--- src/design/fdrd_pkg.sv ---
// Types, constants and constant-divide helpers for the ride display formatter.
// No dependencies; imported by every module of the block.
package fdrd_pkg;

  localparam logic [3:0]  BlankCode   = 4'd10;
  localparam logic [3:0]  MaxDigit    = 4'd9;
  localparam logic [13:0] MaxDistance = 14'd9999;
  localparam logic [6:0]  MaxMinutes  = 7'd99;

  typedef enum logic [1:0] {
    OpNone     = 2'd0,
    OpSpeed    = 2'd1,
    OpDistance = 2'd2,
    OpTime     = 2'd3
  } op_e;

  typedef struct packed {
    op_e         op;
    logic [10:0] speed;
    logic [10:0] avg;
    logic        ez;
    logic [13:0] distance;
    logic [6:0]  mins;
    logic [5:0]  secs;
  } req_t;

  typedef struct packed {
    logic [3:0] digit;
    logic       point;
  } pos_t;

  typedef struct packed {
    pos_t left;
    pos_t second;
    pos_t third;
    pos_t right;
  } disp_t;

  // x / 10 by reciprocal, exact for any 14-bit x
  function automatic logic [10:0] div10_14(input logic [13:0] x);
    logic [29:0] p;
    p = 30'(x) * 30'd52429;
    return p[29:19];
  endfunction

  // x / 100 by reciprocal, exact for any 14-bit x
  function automatic logic [7:0] div100_14(input logic [13:0] x);
    logic [29:0] p;
    p = 30'(x) * 30'd5243;
    return p[26:19];
  endfunction

  // x / 1000 by reciprocal, exact for any 14-bit x
  function automatic logic [4:0] div1000_14(input logic [13:0] x);
    logic [29:0] p;
    p = 30'(x) * 30'd8389;
    return p[27:23];
  endfunction

  // x / 10 by reciprocal, exact for any 7-bit x
  function automatic logic [3:0] div10_7(input logic [6:0] x);
    logic [14:0] p;
    p = 15'(x) * 15'd205;
    return p[14:11];
  endfunction

endpackage

--- src/design/fdrd_speed_pair.sv ---
// One speed pair: d.t below 10.0, two whole digits above, saturating at 99.
// Depends on fdrd_pkg for the divide helpers and pos_t.
module fdrd_speed_pair import fdrd_pkg::*; (
  input  logic [10:0] tenths_i,
  output pos_t        hi_o,
  output pos_t        lo_o
);

  logic [13:0] t14;
  logic [10:0] q10;
  logic [7:0]  q100;
  logic [3:0]  rem_tenth;
  logic [3:0]  rem_whole;

  assign t14       = 14'(tenths_i);
  assign q10       = div10_14(t14);
  assign q100      = div100_14(t14);
  assign rem_tenth = 4'(t14 - 14'(q10) * 14'd10);
  assign rem_whole = 4'(q10 - 11'(q100) * 11'd10);

  always_comb begin
    hi_o.point = 1'b0;
    lo_o.point = 1'b0;
    if (q10 < 11'd10) begin
      hi_o.digit = q10[3:0];
      hi_o.point = 1'b1;
      lo_o.digit = rem_tenth;
    end else if (q100 >= 8'd10) begin
      hi_o.digit = MaxDigit;
      lo_o.digit = MaxDigit;
    end else begin
      hi_o.digit = q100[3:0];
      lo_o.digit = rem_whole;
    end
  end

endmodule

--- src/design/fdrd_format.sv ---
// Digit formatter: speed, distance and time views of one request.
// Depends on fdrd_pkg and fdrd_speed_pair.
module fdrd_format import fdrd_pkg::*; (
  input  req_t  req_i,
  output disp_t disp_o
);

  logic [10:0] avg_sel;
  pos_t        cur_hi, cur_lo, avg_hi, avg_lo;

  logic [13:0] d_sat;
  logic [10:0] d_q10;
  logic [7:0]  d_q100;
  logic [4:0]  d_q1000;
  logic [3:0]  d_tenth, d_units, d_tens;

  logic [6:0]  m_sat;
  logic [3:0]  m_q10;
  logic [6:0]  s_ext;
  logic [3:0]  s_q10;

  assign avg_sel = req_i.ez ? 11'd0 : req_i.avg;

  fdrd_speed_pair u_cur_pair (
    .tenths_i (req_i.speed),
    .hi_o     (cur_hi),
    .lo_o     (cur_lo)
  );

  fdrd_speed_pair u_avg_pair (
    .tenths_i (avg_sel),
    .hi_o     (avg_hi),
    .lo_o     (avg_lo)
  );

  assign d_sat   = (req_i.distance > MaxDistance) ? MaxDistance : req_i.distance;
  assign d_q10   = div10_14(d_sat);
  assign d_q100  = div100_14(d_sat);
  assign d_q1000 = div1000_14(d_sat);
  assign d_tenth = 4'(d_sat - 14'(d_q10) * 14'd10);
  assign d_units = 4'(d_q10 - 11'(d_q100) * 11'd10);
  assign d_tens  = 4'(d_q100 - 8'(d_q1000) * 8'd10);

  assign m_sat = (req_i.mins > MaxMinutes) ? MaxMinutes : req_i.mins;
  assign m_q10 = div10_7(m_sat);
  assign s_ext = 7'(req_i.secs);
  assign s_q10 = div10_7(s_ext);

  always_comb begin
    disp_o = '0;
    unique case (req_i.op)
      OpSpeed: begin
        disp_o.left   = cur_hi;
        disp_o.second = cur_lo;
        disp_o.third  = avg_hi;
        disp_o.right  = avg_lo;
      end
      OpDistance: begin
        disp_o.left.digit   = (d_q1000 != 5'd0) ? 4'(d_q1000) : BlankCode;
        disp_o.second.digit = (d_q100 != 8'd0) ? d_tens : BlankCode;
        disp_o.third.digit  = d_units;
        disp_o.third.point  = 1'b1;
        disp_o.right.digit  = d_tenth;
      end
      OpTime: begin
        disp_o.left.digit   = m_q10;
        disp_o.second.digit = 4'(m_sat - 7'(m_q10) * 7'd10);
        disp_o.second.point = 1'b1;
        disp_o.third.digit  = s_q10;
        disp_o.right.digit  = 4'(s_ext - 7'(s_q10) * 7'd10);
      end
      OpNone: begin
        disp_o = '0;
      end
    endcase
  end

endmodule

--- src/design/four_digit_ride_display_formatter_top.sv ---
// Ride display formatter, top level: request register, formatter, result register.
// A request passes the request register and the formatter into the result register;
// one transaction per cycle is sustained while the output is not stalled, single formatter pass.
// A no-update request is taken and produces no result.
// Reset (rst_ni low, asynchronous) clears both valid flags; payload is not reset.
module four_digit_ride_display_formatter_top import fdrd_pkg::*; (
  input  logic        clk_i,
  input  logic        rst_ni,
  input  logic        in_valid_i,
  output logic        in_stall_o,
  input  logic [1:0]  operation_i,
  input  logic [10:0] speed_tenths_i,
  input  logic [10:0] average_tenths_i,
  input  logic        elapsed_is_zero_i,
  input  logic [13:0] distance_tenths_i,
  input  logic [6:0]  minutes_count_i,
  input  logic [5:0]  seconds_count_i,
  output logic        out_valid_o,
  input  logic        out_stall_i,
  output logic [3:0]  left_digit_o,
  output logic        left_point_o,
  output logic [3:0]  second_digit_o,
  output logic        second_point_o,
  output logic [3:0]  third_digit_o,
  output logic        third_point_o,
  output logic [3:0]  right_digit_o,
  output logic        right_point_o
);

  req_t  req_d, req_q;
  logic  req_valid_d, req_valid_q;
  disp_t disp_d, disp_q;
  logic  out_valid_d, out_valid_q;
  logic  out_adv;
  logic  in_take;

  assign out_adv    = !out_valid_q || !out_stall_i;
  assign in_stall_o = req_valid_q && !out_adv;
  assign in_take    = in_valid_i && !in_stall_o;

  assign req_d.op       = op_e'(operation_i);
  assign req_d.speed    = speed_tenths_i;
  assign req_d.avg      = average_tenths_i;
  assign req_d.ez       = elapsed_is_zero_i;
  assign req_d.distance = distance_tenths_i;
  assign req_d.mins     = minutes_count_i;
  assign req_d.secs     = seconds_count_i;

  always_comb begin
    req_valid_d = req_valid_q;
    if (!in_stall_o) begin
      req_valid_d = in_take && (req_d.op != OpNone);
    end
    out_valid_d = out_valid_q;
    if (out_adv) begin
      out_valid_d = req_valid_q;
    end
  end

  fdrd_format u_format (
    .req_i  (req_q),
    .disp_o (disp_d)
  );

  always_ff @(posedge clk_i or negedge rst_ni) begin
    if (!rst_ni) begin
      req_valid_q <= 1'b0;
      out_valid_q <= 1'b0;
    end else begin
      req_valid_q <= req_valid_d;
      out_valid_q <= out_valid_d;
    end
  end

  always_ff @(posedge clk_i) begin
    if (!in_stall_o) begin
      req_q <= req_d;
    end
    if (out_adv && req_valid_q) begin
      disp_q <= disp_d;
    end
  end

  assign out_valid_o    = out_valid_q;
  assign left_digit_o   = disp_q.left.digit;
  assign left_point_o   = disp_q.left.point;
  assign second_digit_o = disp_q.second.digit;
  assign second_point_o = disp_q.second.point;
  assign third_digit_o  = disp_q.third.digit;
  assign third_point_o  = disp_q.third.point;
  assign right_digit_o  = disp_q.right.digit;
  assign right_point_o  = disp_q.right.point;

endmodule

--- config.mk ---
export PLATFORM = sky130hd
export DESIGN_NAME = four_digit_ride_display_formatter_top
export DESIGN_NICKNAME = d
export VERILOG_FILES = /design/src/design/fdrd_pkg.sv /design/src/design/fdrd_speed_pair.sv /design/src/design/fdrd_format.sv /design/src/design/four_digit_ride_display_formatter_top.sv
export SDC_FILE = /design/constraint.sdc
export NUM_CORES = 1
export LEC_CHECK = 0
export BUFFER_PORTS_ARGS = -buffer_cell sky130_fd_sc_hd__buf_4
export CORE_ASPECT_RATIO = 1.4
export CORE_UTILIZATION = 40
export CTS_CLUSTER_DIAMETER = 80
export CTS_CLUSTER_SIZE = 14
export DETAILED_ROUTE_END_ITERATION = 10
export PLACE_DENSITY_LB_ADDON = 0.08
export SLEW_MARGIN = 20
export SYNTH_ARGS = -nofsm -noshare
export SYNTH_HDL_FRONTEND = slang
export SYNTH_SLANG_ARGS = --single-unit
--- constraint.sdc ---
create_clock -name clk_i -period 10.1 [get_ports clk_i]
set_input_delay 1.515 -clock clk_i [delete_from_list [all_inputs] [get_ports clk_i]]
set_output_delay 1.515 -clock clk_i [all_outputs]
set_load 0.01 [all_outputs]
# == After elaboration in Yosys (flattened, before gate mapping) ==
# Cells that the tools add are included.
# word_totals
regBits,73
input_bits,56
out_inout_bits,22
word_cells,86
# classes
addsub,9
mul,18
n_lt_le_gt_ge,6
eq_ne,3
mux,21
reduce_logical,13
# ops
op,n
case mux 4 bit (4 select lines),4
multiplier 11 x 16 -> 27 bit (second input constant),2
multiplier 11 x 13 -> 24 bit (second input constant),2
2-to-1 mux 4 bit,10
subtractor 4 bit,9
multiplier 14 x 16 -> 30 bit (second input constant),1
multiplier 14 x 14 -> 28 bit (second input constant),1
multiplier 14 x 13 -> 27 bit (second input constant),1
multiplier 8 x 3 -> 3 bit (second input constant),3
less-than comparator 8 x 4 -> 1 bit (second input constant),2
multiplier 5 x 3 -> 3 bit (second input constant),3
multiplier 7 x 8 -> 15 bit (second input constant),1
> comparator 14 bit (second input constant),1
multiplier 6 x 8 -> 14 bit (second input constant),1
2-to-1 mux 14 bit,1
multiplier 11 x 3 -> 3 bit (second input constant),1
2-to-1 mux 11 bit,1
greater-or-equal comparator 5 x 4 -> 1 bit (second input constant),2
multiplier 4 x 3 -> 3 bit (second input constant),2
nonzero test 8 bit,1
> comparator 7 bit (second input constant),1
2-to-1 mux 7 bit,1
nonzero test 5 bit,1
== test 2 bit (second input constant),2
other kinds (8),16

# == Logic depth before layout (Yosys ltp) ==
# Gate-level depths: netlist of the first run.
# logic_depth
ltp_word,7
depth_mapped,34
mapped_depth_nobuf,32

# == Cells and area by module ==
# From an unflattened synthesis of the first run, not the netlist that was laid out.
# unflattened
cells_unflattened,2350
hier_area_um2,22865.7
# modules_own_cells
mod,instances,cells_each,area_per_inst_um2,seq_area_each_um2
fdrd_format,1,1145,10196.0,0.0
fdrd_speed_pair (u_format.u_cur_pair),1,568,5270.1,0.0
fdrd_speed_pair (u_format.u_avg_pair),1,557,5153.7,0.0
four_digit_ride_display_formatter_top,1,80,2245.9,2212.1

# == Worst setup path after synthesis of the first run ==
# Ideal clock, no wire load.
# synth_path
path_type,reg2reg
start,register req_q[19] (netlist bit)
end,"register disp_q, in the netlist third_digit_o[3] (data pin)"
setup_time_ns,0.264
t_arrival_ns,7.653
t_required_ns,9.836
setup_slack_ns,2.183
path_stages_with_launch,34
n_path_buf,3
synth_period_minus_slack_ns,7.917
cell_sequence,edfxtp_1 clkbuf_1 nor4_1 nor2_1 nor3_1 nand2b_1 clkbuf_1 clkbuf_1 nand2_1 inv_1 ha_1 ha_1 inv_1 fa_1 fa_1 inv_1 fa_1 inv_1 fa_1 inv_1 ha_1 a21oi_1 o21ai_1 a22o_1 o41ai_1 xnor2_1 nand2b_1 fa_1 xor2_1 xnor2_1 xnor2_1 xnor2_1 xnor2_1 o22ai_1
# synth_rtl
item,line_no,rtl
from (decl),four_digit_ride_display_formatter_top.sv:30,"req_t req_d, req_q;"
from (signal assigned),four_digit_ride_display_formatter_top.sv:77,req_q <= req_d;
to (signal assigned),four_digit_ride_display_formatter_top.sv:80,disp_q <= disp_d;
to (decl),four_digit_ride_display_formatter_top.sv:32,"disp_t disp_d, disp_q;"

==> qor.yml, run 1 <==
floorplanning:
  placementRows: 101
  initial_core_util_pct: 40.6
  io-pin-count: 78
  fp.coreArea_um2: 54500
  die-width_um: 201
  die_height_um: 280
  die_area_um2: 56200
yosys:
  edff_count_synth: 71
  yosys-mux-area-fraction_pct: 0.328
  synth.top_cell.area_share_pct: 32.1
  synth_fa_ha_area_share_pct: 59.4
  main_combinational_cell_family_by_area_after_synthesis: "adder cells"
  synth_area_leader_cell: "ha_1"
  yosys.area_share.simple_pct: 7.44
  synthesized_area_fraction_occupied_by_xor_and_xnor_cells_pct: 3.57
  yosys_warnings: 0
  netlist-cell-type-count: 87
  synth-seq-area-share_pct: 9.87
  synth_compound_gate_area_share_pct: 9.30
  synth-async-reset-ratio_pct: 2.74
  postSynthCellCount: 2238
  post_synth.cell_area_avg_um2: 9.88
  netlist_top_cells_area: "ha_1, fa_1, edfxtp_1"
  synth_nets: 3163
  yosys_register_bits: 73
  synth_top_flop_cell: "edfxtp_1"
  syn-cell-area_um2: 22100
global_route:
  first_global_vias: 17400
  grt_use_total_pct: 22.2
  grt_overflow: 0
  grt.met3_usage_pct: 1.94
  antenna_violations_before_repair: 0
  grt_first_pass_wirelength_mm: 94.6
  grtUsageMet2_pct: 43.0
  grt.busiest_layer: "met2"
  maximum_number_of_pins_on_one_net_before_global_route_repair: 54
  met1_usage_pct: 24.2
setup_path:
  r2r_setup_slack_ns: 1.34
  cp-start-kind: "register"
  data_arrival_at_the_endpoint_of_the_critical_path_ns: 8.88
  critical-path-slowest-cell: "o41ai_1"
  timing.setup.critical_path_class: "reg2reg"
  critical_path_capture_point_type: "register"
  maximum_fanout_along_the_worst_path: 10
  cp_data_required_time_ns: 10.22
  timing.critical_path.slowest_cell_delay_ns: 0.84
clock_tree:
  cts-buffers-inserted: 9
  post_cts_setup_buffer_count: 0
  cts_root_buf: "clkbuf_16"
  cts_tree: "built"
  cts.repair.resized: 0
  htree_num_levels: 3
  clkSinkCount: 73
  clk_pin_slew_ns: 0.07
  cts_hold_repair.buffers: 0
  worst_skew_pair.late_latency_ns: 0.38
  clock_path_buffers: 2
timing:
  max-slew-margin-rel_pct: 35.5
  final_clock_period_utilization_by_the_worst_path_pct: 86.7
  max_frequency_ghz: 0.114
  period_minus_slack_ns: 8.76
  timing_worst_slew_pin_value_ns: 0.955
  post_route_skew_ns: 0.0192
  maxSlewViolCount: 0
  timing.final.setup_violations: 0
  timing_hold_violations_final: 0
  rsz_0062_raised_after_global_routing: "false"
  finalSetupTns_ns: 0
final_layout:
  filler_cell_count: 5309
  layout.cells.non_filler: 3037
  post_route_cells_drive_above_1_share_pct: 5.53
  num_antenna_cells: 0
  area.growth.synth_to_final_pct: 7.99
  layout.cells.most_common_list: "ha_1, inv_1, fa_1, nand2_1, buf_4"
  final_common_cell: "ha_1"
  fin_nets: 3236
placed_design:
  dp.final_hpwl_mm: 53.6
  place.gp.congestion: 0.976
  numPortBuffers: 76
  dp.cells: 3021
detailed_routing:
  drt_first_pass_iters: 5
  drt_wl_total_mm: 59.5
  initialDrtViolationCount: 558
  wl_per_instance_um: 19.6
  route.vias.total: 15400
  final_antenna_net_count: 0
  drc_errors: 0
  via_cell_ratio: 5.08
worst_hold_path:
  holdCritPathClass: "reg2reg"
outcome:
  outcome: "finished clean"
run:
  cap_violations: 0
registers in the layout, indices dropped and copies added, names as in the netlist:
register / cells
req_valid_q: 1
left_digit_o: 4
left_point_o: 1
req_q: 52
second_digit_o: 4
right_digit_o: 4
third_digit_o: 4
second_point_o: 1
third_point_o: 1
out_valid_o: 1
cell families after synthesis:
| family | after synthesis |
|---|---|
| compound gates | 292 |
| xor+xnor | 87 |
| fa+ha+maj | 870 |
| buf+inv | 589 |
| flops | 73 |
| mux | 7 |
| other cells | 1 |
| simple gates | 319 |
worst paths after layout:
kind,cells past startpoint,startpoint,endpoint
hold reg to reg,1,req_valid_q$_DFFE_PN0N_,out_valid_o$_DFFE_PN0N_
setup / recovery,30,req_q[19]$_DFFE_PN_,third_digit_o[3]$_DFFE_PP_
min in group asynchronous,1,rst_ni,out_valid_o$_DFFE_PN0N_
setup reg to reg,30,req_q[19]$_DFFE_PN_,third_digit_o[3]$_DFFE_PP_
hold / removal,1,req_valid_q$_DFFE_PN0N_,out_valid_o$_DFFE_PN0N_
max in group asynchronous,1,rst_ni,req_valid_q$_DFFE_PN0N_
critical path: cells and delay by family (launching register included):
family	cells	cell delay [ns]
adders and majority gates	8	3.45
AOI/OAI and AO/OA	5	1.40
and+or+nand+nor	6	1.37
xor gates and xnor gates	6	1.16
DFF	1	0.56
buffers and inverters	5	0.54
layer usage:
layer / share of wire, % / up-vias
met5: 0 / -
met4: 5.1 / 0
met3: 2.2 / 111
met2: 53 / 247
met1: 39 / 7511
li1: - / 7546
final cells by class:
type	instances	area [um^2]	share of cell area (%)
Inverter	569	2140	8.94
Sequential cell	73	2180	9.14
Clock buffer	9	225	0.943
Timing Repair Buffer	82	616	2.58
Multi-Input combinational cell	1576	17700	74.2
Tap cell	721	902	3.78
Clock inverter	7	93.8	0.393
cells in the mapped netlist (all sizes together), types with 9 or more instances:
cell	n
inv	569
ha	568
fa	301
nand2	85
a21oi	74
edfxtp	71
nor2	58
xnor2	57
o21ai	36
a21o	34
xor2	28
nand2b	27
and2	24
nand3	24
nor3	20
a211oi	19
clkbuf	18
a31oi	15
nand4	15
or2	15
a221oi	11
o21bai	11
nor2b	10
o21a	10
and3	9
o211ai	9
through the flow:
| stage | setup slack [ns] | cell area [um^2] | hold WS [ns] | util (%) |
|---|---|---|---|---|
| floorplan | 2.18 | 22100 | 0.443 | - |
| global placement | 1.43 | 23600 | 0.508 | 43.3 |
| detailed placement | 1.27 | 23600 | 0.517 | 43.3 |
| CTS | 1.27 | 23900 | 0.532 | 43.8 |
| global route | 0.685 | 23900 | 0.551 | 43.8 |
| finish | 1.34 | 23900 | 0.532 | 43.8 |
Power of run 1 is left out: the tool's default activity adds up to more than one toggle a clock period on the data nets, which glitch-free logic cannot reach.
==> run 2, diff against run 1 <==
Settings changed: CORE_MARGIN set to 1.5.
==> run 2 against run 1 <==
Against the previous run: non-clock buffer count is 4 higher; highest routed layer unchanged; sequential share of layout area hardly changed; critical endpoint unchanged; first-iteration DRC count rose by 5.4%; largest cell class unchanged.
==> qor.yml, run 2 (synthesis gave the netlist of run 1 again) <==
setup_path:
  timing.critical_path.slowest_cell_delay_ns: 0.71
  r2r_setup_slack_ns: 1.33
  cp_data_required_time_ns: 10.22
  cp-start-kind: "register"
  maximum_fanout_along_the_worst_path: 10
  data_arrival_at_the_endpoint_of_the_critical_path_ns: 8.90
  critical-path-slowest-cell: "o41ai_1"
  critical_path_capture_point_type: "register"
  timing.setup.critical_path_class: "reg2reg"
floorplanning:
  placementRows: 101
  die-width_um: 202
  io-pin-count: 78
  initial_core_util_pct: 40.6
  die_area_um2: 56700
  die_height_um: 281
  fp.coreArea_um2: 54500
timing:
  maxSlewViolCount: 0
  finalHoldWorstSlack_ns: 0.537
  rsz_0062_raised_after_global_routing: "false"
  max_frequency_ghz: 0.114
  final_clock_period_utilization_by_the_worst_path_pct: 86.8
  post_route_skew_ns: 0.0296
  finalSetupTns_ns: 0
  max-slew-margin-rel_pct: 35.6
  timing_hold_violations_final: 0
  period_minus_slack_ns: 8.77
  timing_worst_slew_pin_value_ns: 0.954
  timing.final.setup_violations: 0
outcome:
  outcome: "finished clean"
detailed_routing:
  drc_errors: 0
  route.vias.total: 15400
  final_antenna_net_count: 0
  initialDrtViolationCount: 588
  via_cell_ratio: 5.07
  wl_per_instance_um: 19.9
  drt_wl_total_mm: 60.4
  drt_first_pass_iters: 5
global_route:
  grt_use_total_pct: 22.4
  first_global_vias: 17100
  antenna_violations_before_repair: 0
  maximum_number_of_pins_on_one_net_before_global_route_repair: 33
  grt_first_pass_wirelength_mm: 96.1
  grt_overflow: 0
clock_tree:
  cts_tree: "built"
  post_cts_setup_buffer_count: 0
  worst_skew_pair.late_latency_ns: 0.40
  clock_path_buffers: 2
  cts.repair.resized: 0
  cts_hold_repair.buffers: 0
  cts_root_buf: "clkbuf_16"
  clkSinkCount: 73
  clk_pin_slew_ns: 0.07
  htree_num_levels: 3
  cts-buffers-inserted: 9
placed_design:
  place.gp.congestion: 1.00
  numPortBuffers: 76
  dp.final_hpwl_mm: 53.8
final_layout:
  largest-register: "req_q"
  final_common_cell: "ha_1"
  layout.cells.most_common_list: "ha_1, inv_1, fa_1, buf_4, nand2_1"
  post_route_cells_drive_above_1_share_pct: 5.73
  largest_reg_flops: 52
  fin_nets: 3240
  area.growth.synth_to_final_pct: 8.09
worst_hold_path:
  holdCritPathClass: "reg2reg"
run:
  cap_violations: 0
-- run 2: cell types whose count changed in the layout (fill, tap and decap cells not counted) --
cell,change
a21boi_2,-1
a21boi_4,+1
buf_4,+4
clkinvlp_4,+1
diode_2,+1
inv_6,+1
bufinv_16,-1
clkinv_1,-1
-- run 2: layout make-up --
cell class	count	area (um^2)
well taps	721	902
clock inverters	7	76.3
repair buffers	86	646
fillers	5307	30600
inverters	569	2140
multi-input cells	1576	17700
flip-flops and latches	73	2180
diodes	1	2.50
clock buffers	9	225
-- run 2: critical path: cells and delay by family (launching register included) --
| family | cells | cell delay [ns] |
|---|---|---|
| buffers and inverters | 6 | 0.88 |
| AOI/OAI and AO/OA | 5 | 1.27 |
| and+or+nand+nor | 6 | 1.52 |
| xor gates and xnor gates | 6 | 1.11 |
| adders and majority gates | 8 | 3.35 |
| DFF | 1 | 0.36 |
-- run 2: through the flow --
stage | utilization, % | instances | instance area (um^2) | worst slack [ns]
floorplan | - | 2238 | 22100 | 2.18
global placement | 43.3 | 3024 | 23600 | 1.42
detailed placement | 43.3 | 3024 | 23600 | 1.37
CTS | 43.9 | 3040 | 23900 | 1.31
global route | 43.9 | 3041 | 23900 | 0.779
finish | 43.9 | 3042 | 23900 | 1.33
-- run 2: worst paths after layout --
| check | start | cells past startpoint | to |
|---|---|---|---|
| max reg2reg | req_q[19]$_DFFE_PN_ | 31 | third_digit_o[3]$_DFFE_PP_ |
| max in group asynchronous | rst_ni | 1 | out_valid_o$_DFFE_PN0N_ |
| min reg2reg | req_valid_q$_DFFE_PN0N_ | 1 | out_valid_o$_DFFE_PN0N_ |
| min in group asynchronous | rst_ni | 1 | req_valid_q$_DFFE_PN0N_ |
| max | req_q[19]$_DFFE_PN_ | 31 | third_digit_o[3]$_DFFE_PP_ |
| min | req_valid_q$_DFFE_PN0N_ | 1 | out_valid_o$_DFFE_PN0N_ |
-- run 2: routing by layer --
metal  vias to the layer above  part of all wire, %  track usage, %
met5                         -                    0               0
met4                         0                  3.9            8.55
met3                        92                  2.2            2.35
met2                       237                   54            43.2
met1                      7529                   40            25.0
li1                       7562                    -               -
Power of run 2 is left out for the same reason.
